$ cat config.mk
export PLATFORM = sky130hd
export DESIGN_NAME = k_smallest_max_heap_flat
export DESIGN_NICKNAME = d
export VERILOG_FILES = /design/src/sv/ksh_pkg.sv /design/src/sv/ksh_item_if.sv /design/src/sv/ksh_res_if.sv /design/src/sv/ksh_cfg_if.sv /design/src/sv/k_smallest_max_heap.sv /design/src/sv/ksh_heap_ram.sv /design/src/flat_wrapper.sv
export VERILOG_INCLUDE_DIRS = /design/src /design/src/sv
export SDC_FILE = /design/constraint.sdc
export NUM_CORES = 2
export LEC_CHECK = 0
export BUFFER_PORTS_ARGS = -buffer_cell sky130_fd_sc_hd__buf_2
export CAP_MARGIN = 20
export CORE_UTILIZATION = 35
export CTS_CLUSTER_DIAMETER = 120
export DETAILED_ROUTE_END_ITERATION = 8
export REMOVE_ABC_BUFFERS = 1
export SYNTH_ARGS = -nofsm -noshare
export SYNTH_HDL_FRONTEND = slang
export SYNTH_SLANG_ARGS = --single-unit
$ cat constraint.sdc
create_clock -name i_clk -period 9.62 [get_ports i_clk]
set_clock_uncertainty 0.15 [all_clocks]
set_input_delay 0.481 -clock i_clk [delete_from_list [all_inputs] [get_ports i_clk]]
set_output_delay 0.481 -clock i_clk [all_outputs]
set_load 0.02 [all_outputs]
$ cat src/sv/k_smallest_max_heap_macros.svh
// Assertion macros shared by the k-smallest max-heap RTL.
// Depends on nothing; included by the files that carry assertions.
`ifndef K_SMALLEST_MAX_HEAP_MACROS_SVH
`define K_SMALLEST_MAX_HEAP_MACROS_SVH

// Same-cycle implication, disabled while in reset
`define KSH_ASSERT_NOW(label, clk, rst_n, ante, cons, msg) \
    label: assert property (@(posedge clk) disable iff (!rst_n) (ante) |-> (cons)) \
        else $error(msg);

// Next-cycle implication, disabled while in reset
`define KSH_ASSERT_NEXT(label, clk, rst_n, ante, cons, msg) \
    label: assert property (@(posedge clk) disable iff (!rst_n) (ante) |=> (cons)) \
        else $error(msg);

`endif

$ cat src/sv/ksh_pkg.sv
// Package for the k-smallest max-heap block: field widths, codes, defaults.
// No dependencies; imported by the interfaces and the top level.
package ksh_pkg;

    // Fixed transaction field widths
    localparam int OP_W   = 2;
    localparam int VAL_W  = 32;
    localparam int IDX_W  = 6;
    localparam int KCFG_W = 7;
    localparam int ST_W   = 2;

    // Defaults for the top-level parameters
    localparam int DEF_MAX_K      = 64;
    localparam int DEF_VALUE_BITS = 32;

    // Heap size after reset
    localparam logic [KCFG_W-1:0] K_RESET = 7'd64;

    typedef logic [OP_W-1:0] t_op;
    typedef logic [ST_W-1:0] t_status;

    // Operation codes
    localparam t_op OP_LOAD  = 2'd0;
    localparam t_op OP_OFFER = 2'd1;
    localparam t_op OP_READ  = 2'd2;

    // Result status codes
    localparam t_status ST_OK     = 2'd0;
    localparam t_status ST_REJECT = 2'd1;
    localparam t_status ST_MISUSE = 2'd2;

endpackage

$ cat src/sv/ksh_item_if.sv
// Input channel of the k-smallest max-heap: valid/ready plus op, value, index.
// Depends on ksh_pkg.
interface ksh_item_if
    import ksh_pkg::*;
    ();
    logic             valid;
    logic             ready;
    t_op              op;
    logic [VAL_W-1:0] value;
    logic [IDX_W-1:0] index;

    modport source (output valid, output op, output value, output index, input ready);
    modport sink   (input valid, input op, input value, input index, output ready);
endinterface

$ cat src/sv/ksh_res_if.sv
// Result channel of the k-smallest max-heap: valid/ready plus the result fields.
// Depends on ksh_pkg.
interface ksh_res_if
    import ksh_pkg::*;
    ();
    logic             valid;
    logic             ready;
    t_status          status;
    logic [VAL_W-1:0] read_value;
    logic [VAL_W-1:0] top_value;
    logic             full_res;

    modport source (output valid, output status, output read_value, output top_value,
                    output full_res, input ready);
    modport sink   (input valid, input status, input read_value, input top_value,
                    input full_res, output ready);
endinterface

$ cat src/sv/ksh_cfg_if.sv
// Configuration write channel of the k-smallest max-heap: valid/ready plus k_in_use.
// Depends on ksh_pkg.
interface ksh_cfg_if
    import ksh_pkg::*;
    ();
    logic              valid;
    logic              ready;
    logic [KCFG_W-1:0] k_in_use;

    modport source (output valid, output k_in_use, input ready);
    modport sink   (input valid, input k_in_use, output ready);
endinterface

$ cat src/sv/k_smallest_max_heap.sv
// Accept to result register: load, misuse and rejected offer go straight to the response
// state, read passes a data-capture state, an accepted offer sifts down with a read
// and a compare/write step per level. The heap-filling load adds a fetch and a load step
// per parent, both steps per level sunk, a read at a leaf. One transaction at a time.
// Reset: fill count cleared, k_in_use = 64, output empty; heap store is not cleared.
// Depends on ksh_pkg, the channel interfaces, ksh_heap_ram and the assertion macros.
`include "k_smallest_max_heap_macros.svh"

module k_smallest_max_heap
    import ksh_pkg::*;
#(
    parameter int MAX_K      = DEF_MAX_K,
    parameter int VALUE_BITS = DEF_VALUE_BITS
) (
    input  logic       i_clk,
    input  logic       i_rst_n,
    ksh_item_if.sink   i_item,
    ksh_res_if.source  o_res,
    ksh_cfg_if.sink    i_cfg
);

    localparam int AW = $clog2(MAX_K);
    localparam int KW = $clog2(MAX_K + 1);
    localparam int CW = (KW > KCFG_W) ? KW : KCFG_W;
    localparam int IW = (KW > IDX_W) ? KW : IDX_W;
    localparam int NW = AW + 2;
    localparam int DW = VALUE_BITS;

    typedef enum logic [2:0] {
        S_IDLE, S_HSTART, S_HLOAD, S_READ, S_CMP, S_RDATA, S_RESP
    } t_state;

    // Control registers
    t_state            r_state, n_state;
    logic [KCFG_W-1:0] r_k, n_k;
    logic [KW-1:0]     r_fill, n_fill;
    logic              r_heap, n_heap;
    logic              r_out_valid, n_out_valid;
    // Working and payload registers
    logic [AW-1:0]     r_cur, n_cur;
    logic [AW-1:0]     r_hi, n_hi;
    logic [DW-1:0]     r_mov, n_mov;
    logic [DW-1:0]     r_top, n_top;
    t_status           r_status, n_status;
    logic [DW-1:0]     r_rd, n_rd;
    t_status           r_res_status, n_res_status;
    logic [DW-1:0]     r_res_read, n_res_read;
    logic [DW-1:0]     r_res_top, n_res_top;
    logic              r_res_full, n_res_full;

    // Memory port signals
    logic              w_we;
    logic [AW-1:0]     w_waddr;
    logic [DW-1:0]     w_wdata;
    logic [AW-1:0]     w_ra, w_rb;
    logic [DW-1:0]     w_rdata_a, w_rdata_b;

    // Derived values
    logic [CW-1:0]     w_k_wide;
    logic [KW-1:0]     w_k;
    logic [NW-1:0]     w_k_node;
    logic              w_full;
    logic [NW-1:0]     w_left, w_right;
    logic              w_left_ok, w_right_ok, w_pick_r;
    logic [DW-1:0]     w_child_val;
    logic [NW-1:0]     w_child_idx;
    logic [DW-1:0]     w_val_in;
    logic              w_in_acc;
    logic              w_out_free;

    ksh_heap_ram #(
        .DEPTH (MAX_K),
        .DW    (DW)
    ) u_ram (
        .i_clk     (i_clk),
        .i_we      (w_we),
        .i_waddr   (w_waddr),
        .i_wdata   (w_wdata),
        .i_raddr_a (w_ra),
        .i_raddr_b (w_rb),
        .o_rdata_a (w_rdata_a),
        .o_rdata_b (w_rdata_b)
    );

    // Effective heap size: 0 acts as 1, above MAX_K acts as MAX_K
    always_comb begin
        w_k_wide = CW'(r_k);
        if (r_k == '0) begin
            w_k = KW'(1);
        end else if (w_k_wide > CW'(MAX_K)) begin
            w_k = KW'(MAX_K);
        end else begin
            w_k = KW'(w_k_wide);
        end
    end

    assign w_k_node   = NW'(w_k);
    assign w_full     = (r_fill >= w_k);
    assign w_val_in   = DW'(i_item.value);
    assign w_in_acc   = i_item.valid && i_item.ready;
    assign w_out_free = !r_out_valid || o_res.ready;

    // Children of the current node; right wins only if strictly greater
    assign w_left      = (NW'(r_cur) << 1) + NW'(1);
    assign w_right     = w_left + NW'(1);
    assign w_left_ok   = (w_left < w_k_node);
    assign w_right_ok  = (w_right < w_k_node);
    assign w_pick_r    = w_right_ok && (w_rdata_b > w_rdata_a);
    assign w_child_val = w_pick_r ? w_rdata_b : w_rdata_a;
    assign w_child_idx = w_pick_r ? w_right : w_left;

    // Handshakes
    assign i_item.ready = (r_state == S_IDLE);
    assign i_cfg.ready  = 1'b1;

    // Output register drives the result channel
    assign o_res.valid      = r_out_valid;
    assign o_res.status     = r_res_status;
    assign o_res.read_value = VAL_W'(r_res_read);
    assign o_res.top_value  = VAL_W'(r_res_top);
    assign o_res.full_res   = r_res_full;

    // Next-state and memory control
    always_comb begin
        n_state      = r_state;
        n_k          = r_k;
        n_fill       = r_fill;
        n_heap       = r_heap;
        n_cur        = r_cur;
        n_hi         = r_hi;
        n_mov        = r_mov;
        n_status     = r_status;
        n_rd         = r_rd;
        n_out_valid  = r_out_valid;
        n_res_status = r_res_status;
        n_res_read   = r_res_read;
        n_res_top    = r_res_top;
        n_res_full   = r_res_full;
        w_we         = 1'b0;
        w_waddr      = r_cur;
        w_wdata      = r_mov;
        w_ra         = AW'(w_left);
        w_rb         = w_right_ok ? AW'(w_right) : AW'(w_left);

        // Result register drains on the output transaction
        if (r_out_valid && o_res.ready) begin
            n_out_valid = 1'b0;
        end

        unique case (r_state)
            S_IDLE: begin
                w_ra = AW'(i_item.index);
                if (w_in_acc) begin
                    n_status = ST_OK;
                    n_rd     = '0;
                    n_state  = S_RESP;
                    unique case (i_item.op)
                        OP_LOAD: begin
                            if (w_full) begin
                                n_status = ST_MISUSE;
                            end else begin
                                w_we    = 1'b1;
                                w_waddr = AW'(r_fill);
                                w_wdata = w_val_in;
                                n_fill  = r_fill + KW'(1);
                                // Last load: heapify from the last parent down
                                if ((r_fill + KW'(1) == w_k) && (w_k > KW'(1))) begin
                                    n_heap  = 1'b1;
                                    n_hi    = AW'((w_k >> 1) - KW'(1));
                                    n_state = S_HSTART;
                                end
                            end
                        end
                        OP_OFFER: begin
                            if (!w_full) begin
                                n_status = ST_MISUSE;
                            end else if (w_val_in > r_top) begin
                                n_status = ST_REJECT;
                            end else begin
                                n_cur   = '0;
                                n_mov   = w_val_in;
                                n_state = S_READ;
                            end
                        end
                        OP_READ: begin
                            if (IW'(i_item.index) >= IW'(w_k)) begin
                                n_status = ST_MISUSE;
                            end else begin
                                n_state = S_RDATA;
                            end
                        end
                        default: begin
                            n_status = ST_MISUSE;
                        end
                    endcase
                end
            end
            // Fetch the node that the next heapify sift starts from
            S_HSTART: begin
                w_ra    = r_hi;
                n_state = S_HLOAD;
            end
            S_HLOAD: begin
                n_mov   = w_rdata_a;
                n_cur   = r_hi;
                n_state = S_READ;
            end
            // Read both children, or settle the value at a leaf
            S_READ: begin
                if (w_left_ok) begin
                    n_state = S_CMP;
                end else begin
                    w_we = 1'b1;
                    if (r_heap && (r_hi != '0)) begin
                        n_hi    = r_hi - AW'(1);
                        n_state = S_HSTART;
                    end else begin
                        n_heap  = 1'b0;
                        n_state = S_RESP;
                    end
                end
            end
            // Move the larger child up, or settle the value here
            S_CMP: begin
                w_we = 1'b1;
                if (w_child_val <= r_mov) begin
                    if (r_heap && (r_hi != '0)) begin
                        n_hi    = r_hi - AW'(1);
                        n_state = S_HSTART;
                    end else begin
                        n_heap  = 1'b0;
                        n_state = S_RESP;
                    end
                end else begin
                    w_wdata = w_child_val;
                    n_cur   = AW'(w_child_idx);
                    n_state = S_READ;
                end
            end
            S_RDATA: begin
                n_rd    = w_rdata_a;
                n_state = S_RESP;
            end
            // Hand the result to the output register once it is free
            S_RESP: begin
                if (w_out_free) begin
                    n_out_valid  = 1'b1;
                    n_res_status = r_status;
                    n_res_read   = r_rd;
                    n_res_top    = r_top;
                    n_res_full   = w_full;
                    n_state      = S_IDLE;
                end
            end
            default: begin
                n_state = S_IDLE;
            end
        endcase

        // Configuration write clears the fill count
        if (i_cfg.valid && i_cfg.ready) begin
            n_k    = i_cfg.k_in_use;
            n_fill = '0;
        end
    end

    // Root mirror, follows every write to entry zero
    always_comb begin
        n_top = r_top;
        if (w_we && (w_waddr == '0)) begin
            n_top = w_wdata;
        end
    end

    // State and registered outputs
    always_ff @(posedge i_clk) begin
        r_cur        <= n_cur;
        r_hi         <= n_hi;
        r_mov        <= n_mov;
        r_top        <= n_top;
        r_status     <= n_status;
        r_rd         <= n_rd;
        r_res_status <= n_res_status;
        r_res_read   <= n_res_read;
        r_res_top    <= n_res_top;
        r_res_full   <= n_res_full;
        if (!i_rst_n) begin
            r_state     <= S_IDLE;
            r_k         <= K_RESET;
            r_fill      <= '0;
            r_heap      <= 1'b0;
            r_out_valid <= 1'b0;
        end else begin
            r_state     <= n_state;
            r_k         <= n_k;
            r_fill      <= n_fill;
            r_heap      <= n_heap;
            r_out_valid <= n_out_valid;
        end
    end

    // Checks
    `KSH_ASSERT_NOW(a_fill_in_range, i_clk, i_rst_n, 1'b1, r_fill <= w_k, "fill count above k")
    `KSH_ASSERT_NOW(a_cmp_has_child, i_clk, i_rst_n, r_state == S_CMP, w_left < w_k_node,
        "compare step without a child")
    `KSH_ASSERT_NEXT(a_resp_waits, i_clk, i_rst_n,
        (r_state == S_RESP) && r_out_valid && !o_res.ready,
        (r_state == S_RESP) && r_out_valid, "result overwrote a pending output")

endmodule

$ cat src/sv/ksh_heap_ram.sv
// Heap store: one write port, two read ports, read data registered.
// No package dependencies; instantiated by k_smallest_max_heap.
module ksh_heap_ram #(
    parameter int DEPTH = 64,
    parameter int DW    = 32
) (
    input  logic                     i_clk,
    input  logic                     i_we,
    input  logic [$clog2(DEPTH)-1:0] i_waddr,
    input  logic [DW-1:0]            i_wdata,
    input  logic [$clog2(DEPTH)-1:0] i_raddr_a,
    input  logic [$clog2(DEPTH)-1:0] i_raddr_b,
    output logic [DW-1:0]            o_rdata_a,
    output logic [DW-1:0]            o_rdata_b
);

    logic [DW-1:0] r_mem [DEPTH];

    // Write port
    always_ff @(posedge i_clk) begin
        if (i_we) begin
            r_mem[i_waddr] <= i_wdata;
        end
    end

    // Registered read ports
    always_ff @(posedge i_clk) begin
        o_rdata_a <= r_mem[i_raddr_a];
        o_rdata_b <= r_mem[i_raddr_b];
    end

endmodule
$ cat src/flat_wrapper.sv
// flat-port wrapper written by rule: the top's interface ports become plain ports
module k_smallest_max_heap_flat import ksh_pkg::*;
#(
    parameter int MAX_K      = DEF_MAX_K,
    parameter int VALUE_BITS = DEF_VALUE_BITS
)
  (i_clk, i_rst_n, i_item_valid, i_item_op, i_item_value, i_item_index, i_item_ready, o_res_valid, o_res_status, o_res_read_value, o_res_top_value, o_res_full_res, o_res_ready, i_cfg_valid, i_cfg_k_in_use, i_cfg_ready);
  ksh_item_if i_item_i ();
  ksh_res_if o_res_i ();
  ksh_cfg_if i_cfg_i ();
  input  logic i_clk;
  input  logic i_rst_n;
  input wire logic [$bits(i_item_i.valid)-1:0] i_item_valid;
  input wire logic [$bits(i_item_i.op)-1:0] i_item_op;
  input wire logic [$bits(i_item_i.value)-1:0] i_item_value;
  input wire logic [$bits(i_item_i.index)-1:0] i_item_index;
  output wire logic [$bits(i_item_i.ready)-1:0] i_item_ready;
  output wire logic [$bits(o_res_i.valid)-1:0] o_res_valid;
  output wire logic [$bits(o_res_i.status)-1:0] o_res_status;
  output wire logic [$bits(o_res_i.read_value)-1:0] o_res_read_value;
  output wire logic [$bits(o_res_i.top_value)-1:0] o_res_top_value;
  output wire logic [$bits(o_res_i.full_res)-1:0] o_res_full_res;
  input wire logic [$bits(o_res_i.ready)-1:0] o_res_ready;
  input wire logic [$bits(i_cfg_i.valid)-1:0] i_cfg_valid;
  input wire logic [$bits(i_cfg_i.k_in_use)-1:0] i_cfg_k_in_use;
  output wire logic [$bits(i_cfg_i.ready)-1:0] i_cfg_ready;
  assign i_item_i.valid = i_item_valid;
  assign i_item_i.op = i_item_op;
  assign i_item_i.value = i_item_value;
  assign i_item_i.index = i_item_index;
  assign i_item_ready = i_item_i.ready;
  assign o_res_valid = o_res_i.valid;
  assign o_res_status = o_res_i.status;
  assign o_res_read_value = o_res_i.read_value;
  assign o_res_top_value = o_res_i.top_value;
  assign o_res_full_res = o_res_i.full_res;
  assign o_res_i.ready = o_res_ready;
  assign i_cfg_i.valid = i_cfg_valid;
  assign i_cfg_i.k_in_use = i_cfg_k_in_use;
  assign i_cfg_ready = i_cfg_i.ready;
  k_smallest_max_heap #(.MAX_K(MAX_K), .VALUE_BITS(VALUE_BITS)) u_core (.i_clk(i_clk), .i_rst_n(i_rst_n), .i_item(i_item_i), .o_res(o_res_i), .i_cfg(i_cfg_i));
endmodule
==> results.ini <==
[status]
status = complete, no violations

[layout]
final_core_util = 0.3996
syn_to_final_growth_pct = 13.28
drive_gt1_frac = 0.1594
seq_area_sq_mm = 0.06848
fillers = 28710
multi_input_area_sq_mm = 0.03953
nNetsFinal = 8707

[hold_path]
whs_endpoint = u_core.u_ram.r_mem[63][0]
worstHoldStart = i_item_value[0]
hold_class = in2reg
holdPathStages = 3

[die]
die_w_microns = 563.6
die_area_sq_mm = 0.3177
core_sq_mm = 0.3129
row_count = 205
die_y_microns = 563.6
start_util = 0.3528
io-pin-count = 122

[cts]
ctsResizeCount = 0
clkTransAtPathRegs_ns = 0.06
numCtsBuffers = 235
clkLatencyLatePin_ns = 0.94
clkSinkCount = 2308
htreeDepth = 4
cts_root_buffer = clkbuf_16
postCtsSetupRepairBufs = 0
tritoncts = built
clockBufferDepth = 3

[route]
drcViolationCount = 0
ant_nets = 0
wl_per_cell_microns = 33.04
vias_per_cell = 6.359
drt_iter0_drc = 14120
wirelength_microns = 426000
dr_total_vias = 81990
first_pass_iters = 9

[sta]
max_freq_mhz = 124.9
slew_headroom = 0.1305
fin_ws_ns = 1.614
finalCriticalPeriod_ns = 8.006
tightest_slew_ns = 1.304
timing.final.hold_violations = 0
period_share = 0.8322
fin_setup_tns_ns = 0
drv_slew = 0
setup_viol = 0
rsz0062_at_grt = no

[synth]
yosys_warnings = 0
syn_avg_cell_area_sq_um = 12.93
synth.distinct_cells = 76
ys_ff_latch = 2308
postSynthCellCount = 8541
synthFlopType = edfxtp_1
yosys-top-cells-area = edfxtp_1, mux4_2, nand2_1
ys_seq_area_frac = 0.6203
synthArstFlopShare = 0
synth_edf_count = 2225
yosysTopAreaCell = edfxtp_1
netlist_area_sq_mm = 0.1104
synth_top_area_frac = 0.6052

[pwr]
peakVddDrop_v = 0.0004869
leakage_uw = 0.04253
power.density_mw_per_mm2 = 400.9

[worst_setup_path]
reg2reg_slack_ns = 1.61
cp-start-kind = register
r2r-start = u_core.r_cur[3]
cp.required_ns = 10.01
worst_r2r_path_depth = 21
cp.arrival_ns = 8.40
endpoint_kind = register
path_class = reg2reg
cp_max_fo = 65
r2r_end = u_core.u_ram.r_mem[45][29]

[global_route]
grt_max_degree = 167
grt-ovfl-total = 0
grt_use_total = 0.2614
grt_first_pass_wirelength_microns = 589100
antenna_found_initial = 34
grt_pass1_vias = 76500

[placed_design]
gp_congestion = 0.9511
post-dp-hpwl_microns = 249800
place_ws_ns = 1.889
io_buffers = 120

[job]
max-cap-violations = 0

## metal layers
layer / up-vias / wire length (microns) / GRT usage
li1: 32890 / - / -
met1: 41530 / 156900 / 0.3506
met2: 6386 / 183500 / 0.3819
met3: 1166 / 58720 / 0.07320
met4: 18 / 26650 / 0.1448
met5: - / 134 / 0
## registers in the layout, summed over array words and instances (netlist names)
register,flops
u_core.r_status,2
u_core.r_top,32
u_core.u_ram.o_rdata_b,32
u_core.r_cur,6
u_core.r_fill,7
u_core.r_state,3
u_core.r_k,7
u_core.r_rd,32
u_core.o_res.read_value,32
u_core.o_res.status,2
u_core.r_heap,1
u_core.u_ram.o_rdata_a,32
u_core.u_ram.r_mem,2048
u_core.o_res.top_value,32
u_core.r_mov,32
u_core.r_hi,6
u_core.o_res.full_res,1
u_core.o_res.valid,1
## cells in the final DEF (no fill, tap or decap), types with 20 or more instances in the layout
master / n
nor2b_1: 23
inv_1: 111
a21o_1: 24
and3_1: 301
buf_4: 184
buf_12: 54
a311oi_1: 386
clkinv_1: 50
edfxtp_1: 2225
a21oi_1: 188
nor3_1: 41
clkbuf_16: 236
o21ai_0: 69
clkinv_2: 40
nand2_1: 2228
bufinv_16: 21
dlygate4sd3_1: 58
mux2i_1: 175
a221o_2: 25
a31oi_1: 154
nand3_1: 558
ha_1: 124
mux2_2: 54
nand2b_1: 23
clkbuf_1: 68
mux4_2: 504
o22ai_1: 93
nor2_1: 55
nand4_1: 20
buf_2: 120
a211oi_1: 107
nor2_4: 68
dfxtp_1: 82
## worst max-delay path by stage
| stage | from | end | cells after the start |
|---|---|---|---|
| 3_5_place_dp | u_core.r_cur[0] | u_core.u_ram.r_mem[32][28] | 22 |
| 5_1_grt | u_core.r_cur[3] | u_core.u_ram.r_mem[47][1] | 21 |
| 6_report | u_core.r_cur[3] | u_core.u_ram.r_mem[45][29] | 21 |
| 4_1_cts | u_core.r_cur[3] | u_core.u_ram.r_mem[45][7] | 21 |
| 3_3_place_gp | u_core.r_cur[0] | u_core.u_ram.r_mem[36][28] | 22 |
| 2_1_floorplan | u_core.r_cur[0] | u_core.u_ram.o_rdata_b[13] | 9 |
## cell type report
type | count | area share
Sequential cell | 2308 | 0.5476
Multi-Input combinational cell | 5454 | 0.3161
Clock buffer | 312 | 0.05015
Tap cell | 4140 | 0.04142
Timing Repair Buffer | 419 | 0.02964
Clock inverter | 132 | 0.01141
Inverter | 113 | 0.003392
Antenna cell | 16 | 0.0003202
## metrics by stage
stage	cells	total power [uW]	instance area (sq um)	hold WS (ns)
floorplan	7875	31010	107600	0.2503
global placement	12350	39860	116200	0.2521
detailed placement	12360	40070	116400	0.2554
CTS	12860	49270	124600	0.02764
global route	12880	51460	125000	0.04485
finish	12890	50140	125100	0.05582
## report_power, final
part | internal [uW] | switching, uW
combinational | 8500 | 18400
clock | 5160 | 4080
sequential | 13600 | 355
total | 27300 | 22900
## synthesized netlist by cell type (12+ instances only)
cell          n
nand2_1    2233
edfxtp_1   2225
nand3_1     558
mux4_2      504
clkbuf_1    475
a311oi_1    386
and3_1      303
a21oi_1     190
mux2i_1     176
a31oi_1     154
ha_1        124
nor2_1      124
buf_2       122
inv_1       111
a211oi_1    107
o22ai_1      93
dfxtp_1      83
o21ai_0      73
mux2_2       54
buf_1        50
nor3_1       42
a21o_1       27
a221o_1      27
a211o_1      25
nand2b_1     24
nor2b_1      24
nand4_1      20
o221ai_1     19
o21a_1       17
xnor2_1      16
o2bb2ai_1    14
buf_4        12
## cell families after synthesis
| kind of cell | synth area share |
|---|---|
| simple gates | 0.1310 |
| flops | 0.6203 |
| compound gates | 0.07912 |
| buf+inv | 0.02875 |
| mux | 0.1246 |
| fa+ha+maj | 0.01405 |
| xor+xnor | 0.002131 |
| other cells | 0.00003397 |
## timing repair
item,4_1_cts,5_1_grt
hold buffers,58,0
hold endpoints to repair,52,0
endpoints found under the setup margin,0,0
## worst max-delay path, cell delays in order (launching register included)
cell and delay, ns:
edfxtp_1 0.73, nand3_1 0.35, xnor2_1 0.21, ha_1 0.33, a21oi_1 0.17, o22ai_1 0.17
a211o_1 0.47, a21o_1 0.25, a31oi_4 0.46, buf_4 0.39, mux2_2 0.40, ha_1 0.29
nand4_1 0.19, nor3_1 0.39, a221oi_1 0.16, o21ai_0 0.13, o21ai_0 0.16, a21oi_1 0.46
nand2_1 0.25, nor2_1 0.24, buf_4 0.27, a211o_2 0.91
Note: power is estimated with default switching activity, not from simulation.
